--- config.mk ---
export PLATFORM = sky130hd
export DESIGN_NAME = onewire_rom_search
export DESIGN_NICKNAME = d
export VERILOG_FILES = /design/src/hw/rtl/ows_pkg.sv /design/src/hw/rtl/onewire_rom_search.sv /design/src/hw/rtl/ows_engine.sv
export SDC_FILE = /design/constraint.sdc
export NUM_CORES = 1
export LEC_CHECK = 0
export ABC_AREA = 1
export BUFFER_PORTS_ARGS = -buffer_cell sky130_fd_sc_hd__buf_2
export CAP_MARGIN = 20
export CORE_MARGIN = 4
export CORE_UTILIZATION = 41
export CTS_BUF_LIST = sky130_fd_sc_hd__clkbuf_8
export DETAILED_ROUTE_END_ITERATION = 8
export GPL_TIMING_DRIVEN = 1
export PLACE_DENSITY = 0.65
export SLEW_MARGIN = 20
export SYNTH_ARGS = -nofsm -noshare
export SYNTH_HDL_FRONTEND = slang
export SYNTH_SLANG_ARGS = --single-unit
--- constraint.sdc ---
create_clock -name clk -period 9.57 [get_ports clk]
set_input_delay 1.914 -clock clk [delete_from_list [all_inputs] [get_ports clk]]
set_output_delay 1.914 -clock clk [all_outputs]
set_load 0.02 [all_outputs]
--- src/hw/rtl/ows_pkg.sv ---
package ows_pkg;

    // field widths fixed by the interface
    localparam int ROM_ID_W         = 64;
    localparam int INDEX_W          = 6;
    localparam int COUNT_W          = 8;
    localparam int ROM_BITS_DEFAULT = 64;

    localparam logic [COUNT_W-1:0] MAX_DEVICES_RESET = 8'h08;
    localparam logic [COUNT_W-1:0] COUNT_MAX         = 8'hff;

    // item kinds
    typedef enum logic [1:0] {
        MODE_RESTART = 2'd0,
        MODE_BEGIN   = 2'd1,
        MODE_PAIR    = 2'd2,
        MODE_IGNORE  = 2'd3
    } mode_t;

    // result status codes
    typedef enum logic [1:0] {
        ST_CONTINUE = 2'd0,
        ST_MORE     = 2'd1,
        ST_COMPLETE = 2'd2,
        ST_ABORT    = 2'd3
    } status_t;

    typedef struct packed {
        mode_t mode;
        logic  id_bit;
        logic  complement_bit;
    } item_t;

    typedef struct packed {
        logic                 write_bit;
        logic [INDEX_W-1:0]   bit_index;
        status_t              status;
        logic [ROM_ID_W-1:0]  rom_id;
        logic [COUNT_W-1:0]   device_count;
    } result_t;

endpackage

--- src/hw/rtl/onewire_rom_search.sv ---
// An input transfer is captured in the input register, and its result then in the
// result register.
// One item per cycle while the result register is not stalled by out_ready.
// Reset clears the search state, the pipeline valids, and sets max_devices to 8.
// Results may wait at the output while the next item is already held at the input.
module onewire_rom_search
    import ows_pkg::*;
#(
    parameter int ROM_BITS = ROM_BITS_DEFAULT
)
(
    input  logic                clk,
    input  logic                rst_n,
    input  logic                in_valid,
    output logic                in_ready,
    input  logic [1:0]          mode,
    input  logic                id_bit,
    input  logic                complement_bit,
    output logic                out_valid,
    input  logic                out_ready,
    output logic                write_bit,
    output logic [INDEX_W-1:0]  bit_index,
    output logic [1:0]          status,
    output logic [ROM_ID_W-1:0] rom_id,
    output logic [COUNT_W-1:0]  device_count,
    input  logic                cfg_valid,
    output logic                cfg_ready,
    input  logic [COUNT_W-1:0]  cfg_data
);

    logic               in_valid_reg;
    item_t              item_reg;
    logic               out_valid_reg;
    result_t            res_reg;
    result_t            res;
    logic               advance;
    logic [COUNT_W-1:0] max_devices_reg;

    assign advance   = in_valid_reg && (!out_valid_reg || out_ready);
    assign in_ready  = !in_valid_reg || advance;
    assign cfg_ready = 1'b1;

    // configuration register
    always_ff @(posedge clk or negedge rst_n)
    begin
        if (!rst_n)
            max_devices_reg <= MAX_DEVICES_RESET;
        else if (cfg_valid && cfg_ready)
            max_devices_reg <= cfg_data;
    end

    // input register
    always_ff @(posedge clk or negedge rst_n)
    begin
        if (!rst_n)
            in_valid_reg <= 1'b0;
        else if (in_ready)
            in_valid_reg <= in_valid;
    end

    always_ff @(posedge clk)
    begin
        if (in_valid && in_ready)
        begin
            item_reg.mode           <= mode_t'(mode);
            item_reg.id_bit         <= id_bit;
            item_reg.complement_bit <= complement_bit;
        end
    end

    ows_engine #(
        .ROM_BITS (ROM_BITS)
    ) u_engine (
        .clk         (clk),
        .rst_n       (rst_n),
        .advance     (advance),
        .item        (item_reg),
        .max_devices (max_devices_reg),
        .res         (res)
    );

    // result register
    always_ff @(posedge clk or negedge rst_n)
    begin
        if (!rst_n)
            out_valid_reg <= 1'b0;
        else
            out_valid_reg <= advance || (out_valid_reg && !out_ready);
    end

    always_ff @(posedge clk)
    begin
        if (advance)
            res_reg <= res;
    end

    assign out_valid    = out_valid_reg;
    assign write_bit    = res_reg.write_bit;
    assign bit_index    = res_reg.bit_index;
    assign status       = res_reg.status;
    assign rom_id       = res_reg.rom_id;
    assign device_count = res_reg.device_count;

endmodule

--- src/hw/rtl/ows_engine.sv ---
module ows_engine
    import ows_pkg::*;
#(
    parameter int ROM_BITS = ROM_BITS_DEFAULT
)
(
    input  logic               clk,
    input  logic               rst_n,
    input  logic               advance,
    input  item_t              item,
    input  logic [COUNT_W-1:0] max_devices,
    output result_t            res
);

    localparam int K_W   = $clog2(ROM_BITS + 1);
    localparam int POS_W = $clog2(ROM_BITS);

    logic [ROM_BITS-1:0] rom_reg, rom_next;
    logic [K_W-1:0]      last_branch_reg, last_branch_next;
    logic [K_W-1:0]      pass_branch_reg, pass_branch_next;
    logic [K_W-1:0]      bit_pos_reg, bit_pos_next;
    logic [COUNT_W-1:0]  found_reg, found_next;
    logic                done_reg, done_next;

    logic [POS_W-1:0]    pos;
    logic                sel;
    logic [COUNT_W-1:0]  limit;
    logic [COUNT_W-1:0]  found_inc;

    assign pos       = POS_W'(bit_pos_reg - K_W'(1));
    assign limit     = (max_devices != '0) ? max_devices : COUNT_W'(1);
    assign found_inc = (found_reg != COUNT_MAX) ? found_reg + COUNT_W'(1) : found_reg;

    // direction choice for a pair with no conflict
    always_comb
    begin
        priority if (item.id_bit)
            sel = 1'b1;
        else if (item.complement_bit)
            sel = 1'b0;
        else if (bit_pos_reg < last_branch_reg)
            sel = rom_reg[pos];
        else if (bit_pos_reg == last_branch_reg)
            sel = 1'b0;
        else
            sel = 1'b1;
    end

    // state update and result
    always_comb
    begin
        rom_next         = rom_reg;
        last_branch_next = last_branch_reg;
        pass_branch_next = pass_branch_reg;
        bit_pos_next     = bit_pos_reg;
        found_next       = found_reg;
        done_next        = done_reg;
        res.write_bit    = 1'b0;
        res.bit_index    = '0;
        res.status       = ST_CONTINUE;

        unique case (item.mode)
            MODE_RESTART:
            begin
                rom_next         = '0;
                last_branch_next = '0;
                pass_branch_next = '0;
                bit_pos_next     = K_W'(1);
                found_next       = '0;
                done_next        = 1'b0;
            end
            MODE_BEGIN:
            begin
                if (!done_reg)
                begin
                    pass_branch_next = '0;
                    bit_pos_next     = K_W'(1);
                end
            end
            MODE_PAIR:
            begin
                if (done_reg)
                begin
                    res.status = ST_ABORT;
                end
                else
                begin
                    res.bit_index = INDEX_W'(pos);
                    if (item.id_bit && item.complement_bit)
                    begin
                        // no device answered consistently
                        done_next        = 1'b1;
                        pass_branch_next = '0;
                        bit_pos_next     = K_W'(1);
                        res.status       = ST_ABORT;
                    end
                    else
                    begin
                        // a one taken at a collision marks a branch point
                        if (sel && !item.id_bit && !item.complement_bit)
                            pass_branch_next = bit_pos_reg;
                        rom_next[pos] = sel;
                        res.write_bit = sel;
                        if (bit_pos_reg >= K_W'(ROM_BITS))
                        begin
                            // last bit of the pass
                            found_next = found_inc;
                            if (pass_branch_next == '0 || found_inc >= limit)
                            begin
                                res.status = ST_COMPLETE;
                                done_next  = 1'b1;
                            end
                            else
                            begin
                                res.status = ST_MORE;
                            end
                            last_branch_next = pass_branch_next;
                            pass_branch_next = '0;
                            bit_pos_next     = K_W'(1);
                        end
                        else
                        begin
                            bit_pos_next = bit_pos_reg + K_W'(1);
                        end
                    end
                end
            end
            MODE_IGNORE:
            begin
            end
            default:
            begin
            end
        endcase

        res.rom_id       = ROM_ID_W'(rom_next);
        res.device_count = found_next;
    end

    // search state registers
    always_ff @(posedge clk or negedge rst_n)
    begin
        if (!rst_n)
        begin
            rom_reg         <= '0;
            last_branch_reg <= '0;
            pass_branch_reg <= '0;
            bit_pos_reg     <= K_W'(1);
            found_reg       <= '0;
            done_reg        <= 1'b0;
        end
        else if (advance)
        begin
            rom_reg         <= rom_next;
            last_branch_reg <= last_branch_next;
            pass_branch_reg <= pass_branch_next;
            bit_pos_reg     <= bit_pos_next;
            found_reg       <= found_next;
            done_reg        <= done_next;
        end
    end

endmodule

After elaboration in Yosys (flattened, before gate mapping)
Index checks and enable logic that the tools add are counted.

storage, ports and cells
  register bits = 189
  word-level logic and storage cells = 105

operators by class
  add/sub/neg operators = 3
  $lt $le $gt $ge = 5
  equal/unequal tests = 8
  multiplexer cells = 45
  bitwise gates (word level) = 1
  reductions and logical operators = 26

operators with widths
  kind                                                                          count
  64-bit two-way mux                                                            2
  64-bit one-hot mux with 2 select lines                                        1
  7-bit two-way mux                                                             15
  64-bit bitwise mux                                                            1
  7-bit one-hot mux with 3 select lines                                         2
  8-bit two-way mux                                                             5
  8-bit one-hot mux with 2 select lines                                         1
  7-bit one-hot mux with 2 select lines                                         1
  1-bit two-way mux                                                             10
  8-bit by 1-bit adder with 8-bit output, second input constant                 1
  8-bit >= comparator                                                           1
  2-bit two-way mux                                                             4
  8-bit inequality test, second input constant                                  1
  8-bit nonzero test                                                            1
  7-bit by 1-bit adder with 7-bit output, second input constant                 1
  7-bit == test                                                                 1
  7-bit >= comparator, second input constant                                    1
  1-bit logical AND                                                             7
  7-bit zero test                                                               1
  6-bit by 7-bit less-than comparator with 1-bit output, second input constant  1
  7-bit less-than comparator                                                    1
  1-bit binary-select mux with 6-bit select                                     1
  1-bit demux with 6-bit select                                                 1
  6-bit by 1-bit >= comparator with 1-bit output, second input constant         1
  other kinds (17)                                                              26

Depth between registers and ports, before layout
  word-level depth = 19
  gate-level depth with buffers = 27
  gate-level depth less buffers = 25

Modules after synthesis
A second synthesis with hierarchy kept.

unflattened totals
  cells, all modules = 1141
  area, all modules = 9770.6 um^2

modules (own cells, without submodules)
  module              instances  cells each  area an instance (um^2)  sequential area each (um^2)
  ows_engine          1          1009        6804.0                   2353.5
  onewire_rom_search  1          132         2966.6                   2803.9

Worst setup path before layout
No wires, ideal clock.

  path type = input port to flip-flop
  start = input out_ready
  end = register res_reg, in the netlist bit_index[0] (enable)
  setup time = 0.435 ns
  data arrival time = 3.872 ns
  required time = 9.135 ns
  slack = 5.262 ns
  stages = 5
  buffers on the path = 1
  path through = inv_1 > nand2_1 > nand2_1 > clkbuf_1 > inv_1

between the ends
  word-level cells in the longest chain between the ends = 2

ends and longest elaborated chain
  item                  line                      RTL
  start, declared       onewire_rom_search.sv:20  input logic out_ready,
  1-bit logical OR      onewire_rom_search.sv:39  assign advance = in_valid_reg && (!out_valid_reg || out_ready);
  1-bit logical AND     onewire_rom_search.sv:39
  named net advance     onewire_rom_search.sv:36  logic advance;
  end signal, assigned  onewire_rom_search.sv:94  res_reg <= res;
  end, declared         onewire_rom_search.sv:34  result_t res_reg;

The timed path passes the listed nets, and every way through them passes these cells.
A chain may end at the register's enable or synchronous reset.

==> impl_metrics.env <==
export IMPL_status="finished clean"
export IMPL_synth_net_count=1141
export IMPL_fin_crit_sh_pct=49.1
export IMPL_holdPathStages=2
export IMPL_post_cts_buffers=0
export IMPL_final_cells=1509
export IMPL_synth_edf_count=85
export IMPL_num_rows=55
export IMPL_cp_start_kind="flip-flop"
export IMPL_core_area_um2=22800
export IMPL_rsz0062_at_grt="no"
export IMPL_synth_seq_cells=189
export IMPL_grt_overflow_total=0
export IMPL_grt_max_degree=76
export IMPL_syn_inst=1106
export IMPL_cp_top_family="flip-flops"
export IMPL_seq_power_share_pct=38.9
export IMPL_power_share_combinational_pct=40.4
export IMPL_die_x_um=161
export IMPL_insertedDiodeCount=0
export IMPL_syn_area_per_cell_um2=8.68
export IMPL_r2r_end="rom_id[12]"
export IMPL_finalMaxSlewViolations=0
export IMPL_switching_share_pct=43.0
export IMPL_path_max_fanout=65
export IMPL_cts_resized_gates=0
export IMPL_p_int_mw=1.53
export IMPL_worst_path_buf_inv=3
export IMPL_power_leakage_nw=4.50
export IMPL_arrival_ns=4.97
export IMPL_final_nets=1218
export IMPL_max_freq_mhz=213
export IMPL_first_pass_iters=5
export IMPL_r2r_cells=17
export IMPL_critical_path_slowest_cell="dfstp_2"
export IMPL_cp_data_required_time_ns=9.85
export IMPL_cap_viol_max_count=0
export IMPL_io_pins=101
export IMPL_multiInputGateArea_um2=3690
export IMPL_p_per_area_nw_per_um2=251
export IMPL_clkPwrFrac_pct=20.7
export IMPL_hold_end="u_engine.pass_branch_reg[0]"
export IMPL_synth_seq_area_share_pct=53.7
export IMPL_ff_latch_area_um2=5160
export IMPL_grt_pass1_vias=7530
export IMPL_first_iter_violations=652
export IMPL_ctsHoldBuffers=0
export IMPL_clock_sinks=189
export IMPL_wl_um=25100
export IMPL_setup_viol=0
export IMPL_cts_made_buffers=17
export IMPL_ys_types=37
export IMPL_dp_cells=1476
export IMPL_synth_cell_area_um2=9600
export IMPL_r2r_slack_ns=4.87
export IMPL_postRouteAntennaNets=0
export IMPL_portBuffers=99
export IMPL_crit_chain="inv_4, ha_1, inv_2, nand2_1, nor2_1, nor2_1, nand3_1, nand2_1, nand2_1, nand2_1, nand2_2, nand2_4, nand2_1, nand2_2, buf_4, o21ai_0, o21ai_0"
export IMPL_path_clk_slew_ns=0.10
export IMPL_synthFlopType="dfrtp_1"
export IMPL_hold_violations=0
export IMPL_hold_class="flip-flop to flip-flop"
export IMPL_clkLatencyLatePin_ns=0.48
export IMPL_cts_tree="done"
export IMPL_die_area_um2=25900
export IMPL_netSwitchingPower_mw=1.16
export IMPL_cts_path_max_buffers=2
export IMPL_end_kind="flip-flop"
export IMPL_drive_above_1_share_pct=14.3
export IMPL_synth_warnings=0
export IMPL_cts_root_buf="clkbuf_8"
export IMPL_worstHoldStart="u_engine.pass_branch_reg[0]"
export IMPL_period_needed_ns=4.70
export IMPL_ys_async_sr_fraction_pct=55.0
export IMPL_start_util_pct=42.0
export IMPL_hpwlAfterDp_um=16000
export IMPL_grt_pass1_wl_um=40600
export IMPL_critical_path_class="flip-flop to flip-flop"
export IMPL_track_usage_pct=19.5
export IMPL_worst_pin_slew_ns=1.05
export IMPL_skew_ns=0.0204
export IMPL_cpMostUsedCell="nand2_1"
export IMPL_htree_levels=4
export IMPL_drc=0
export IMPL_wl_per_cell_um=16.6
export IMPL_setup_tns_ns=0
export IMPL_cp_slowest_stage_delay_ns=1.24
export IMPL_gp_congestion=0.890
export IMPL_die_h_um=161
export IMPL_antenna_found_initial=0
export IMPL_vias_per_cell=5.29
export IMPL_syn_to_final_growth_pct=11.7
export IMPL_ir_drop_v=0.000186
export IMPL_via_count=7989
export IMPL_slew_headroom_pct=30.2
export IMPL_fillers=2290
export IMPL_r2r_start="u_engine.bit_pos_reg[0]"
[power by group through the flow]
stage	logic [mW]	clock network, mW	registers (mW)
3_5_place_dp	1.08	0	1.06
2_1_floorplan	0.769	0	1.09
3_3_place_gp	1.07	0	1.06
6_report	1.09	0.559	1.05
4_1_cts	1.09	0.568	1.05
5_1_grt	1.21	0.606	1.06
[logic make-up (layout without fill, tap and decap cells)]
logic type               Yosys count  in the layout  synth area share [%]
buffers and inverters            186            276                  7.97
adder cells (fa/ha/maj)           18             18                  2.35
flip-flops                       189            189                  53.7
XOR/XNOR                           6              6                 0.704
AND/OR/NAND/NOR                  355            355                  15.4
other                              1              1                0.0391
AO/OA/AOI/OAI                    351            351                  19.8
[placed cells by master, fill, tap and decap left out, types with 10 or more instances in the layout]
master and n:
nand2_2 10, buf_4 10, inv_1 128, nor2_1 67
clkbuf_8 17, a21oi_1 86, nor3_1 10, o21ai_1 61
dfrtp_1 102, edfxtp_1 85, nand2_1 218, o22ai_1 88
ha_1 18, nand3_1 30, o21ai_0 109, buf_2 99
[worst max-delay path by stage]
| stage | startpoint | slack [ns] | end | cells after the start |
|---|---|---|---|---|
| 2_1_floorplan | out_ready | 5.26 | bit_index[0] | 5 |
| 3_3_place_gp | u_engine.bit_pos_reg[0] | 4.93 | rom_id[12] | 17 |
| 3_5_place_dp | u_engine.bit_pos_reg[0] | 4.92 | rom_id[47] | 17 |
| 4_1_cts | u_engine.bit_pos_reg[0] | 4.87 | rom_id[47] | 17 |
| 5_1_grt | u_engine.bit_pos_reg[0] | 4.38 | rom_id[12] | 17 |
| 6_report | u_engine.bit_pos_reg[0] | 4.87 | rom_id[12] | 17 |
[area by class of cell]
type,instances,share of cell area [%]
clock buffer,17,2.18
clock inverter,15,1.60
inverter,135,4.76
multi-input combinational,731,34.4
sequential,189,48.1
tap,313,3.65
timing repair buffer,109,5.32
[Yosys cell counts, drive strengths merged, types with 2 or more instances]
master | number | share of area (%)
a21oi | 86 | 4.5
buf | 19 | 1.4
clkbuf | 32 | 1.3
dfrtp | 102 | 27
dfstp | 2 | 0.55
edfxtp | 85 | 27
ha | 18 | 2.3
inv | 134 | 5.3
nand2 | 229 | 9.2
nand3 | 33 | 2.0
nand4 | 9 | 0.59
nor2 | 73 | 3.0
nor3 | 10 | 0.52
o21a | 3 | 0.23
o21ai | 170 | 8.9
o22ai | 88 | 5.7
xor2 | 6 | 0.70
[metal layers]
metal | up-vias | routed length (µm) | global-route usage, %
met1 | 3734 | 11500 | 27.6
met2 | 268 | 11500 | 30.2
li1 | 3942 | - | -
met5 | - | 0 | 0
met3 | 45 | 1500 | 3.80
met4 | 0 | 599 | 6.51
[worst reg2reg max path: stages, from the launching register on]
cell     delay [ns]
dfstp_2        1.24
inv_4          0.34
ha_1           0.75
inv_2          0.26
nand2_1        0.20
nor2_1         0.05
nor2_1         0.09
nand3_1        0.08
nand2_1        0.07
nand2_1        0.04
nand2_1        0.07
nand2_2        0.07
nand2_4        0.11
nand2_1        0.08
nand2_2        0.06
buf_4          0.55
o21ai_0        0.27
o21ai_0        0.17
[through the flow]
step | cell area, µm² | setup slack, ns | power (mW) | hold WS, ns | utilization [%]
floorplan | 9600 | 5.26 | 1.85 | 0.453 | -
global placement | 10300 | 4.93 | 2.14 | 0.467 | 45.1
detailed placement | 10300 | 4.92 | 2.15 | 0.483 | 45.1
CTS | 10700 | 4.87 | 2.70 | 0.508 | 46.9
global route | 10700 | 4.38 | 2.87 | 0.561 | 46.9
finish | 10700 | 4.87 | 2.69 | 0.504 | 46.9
No activity file was read; power rests on OpenSTA's default activity.
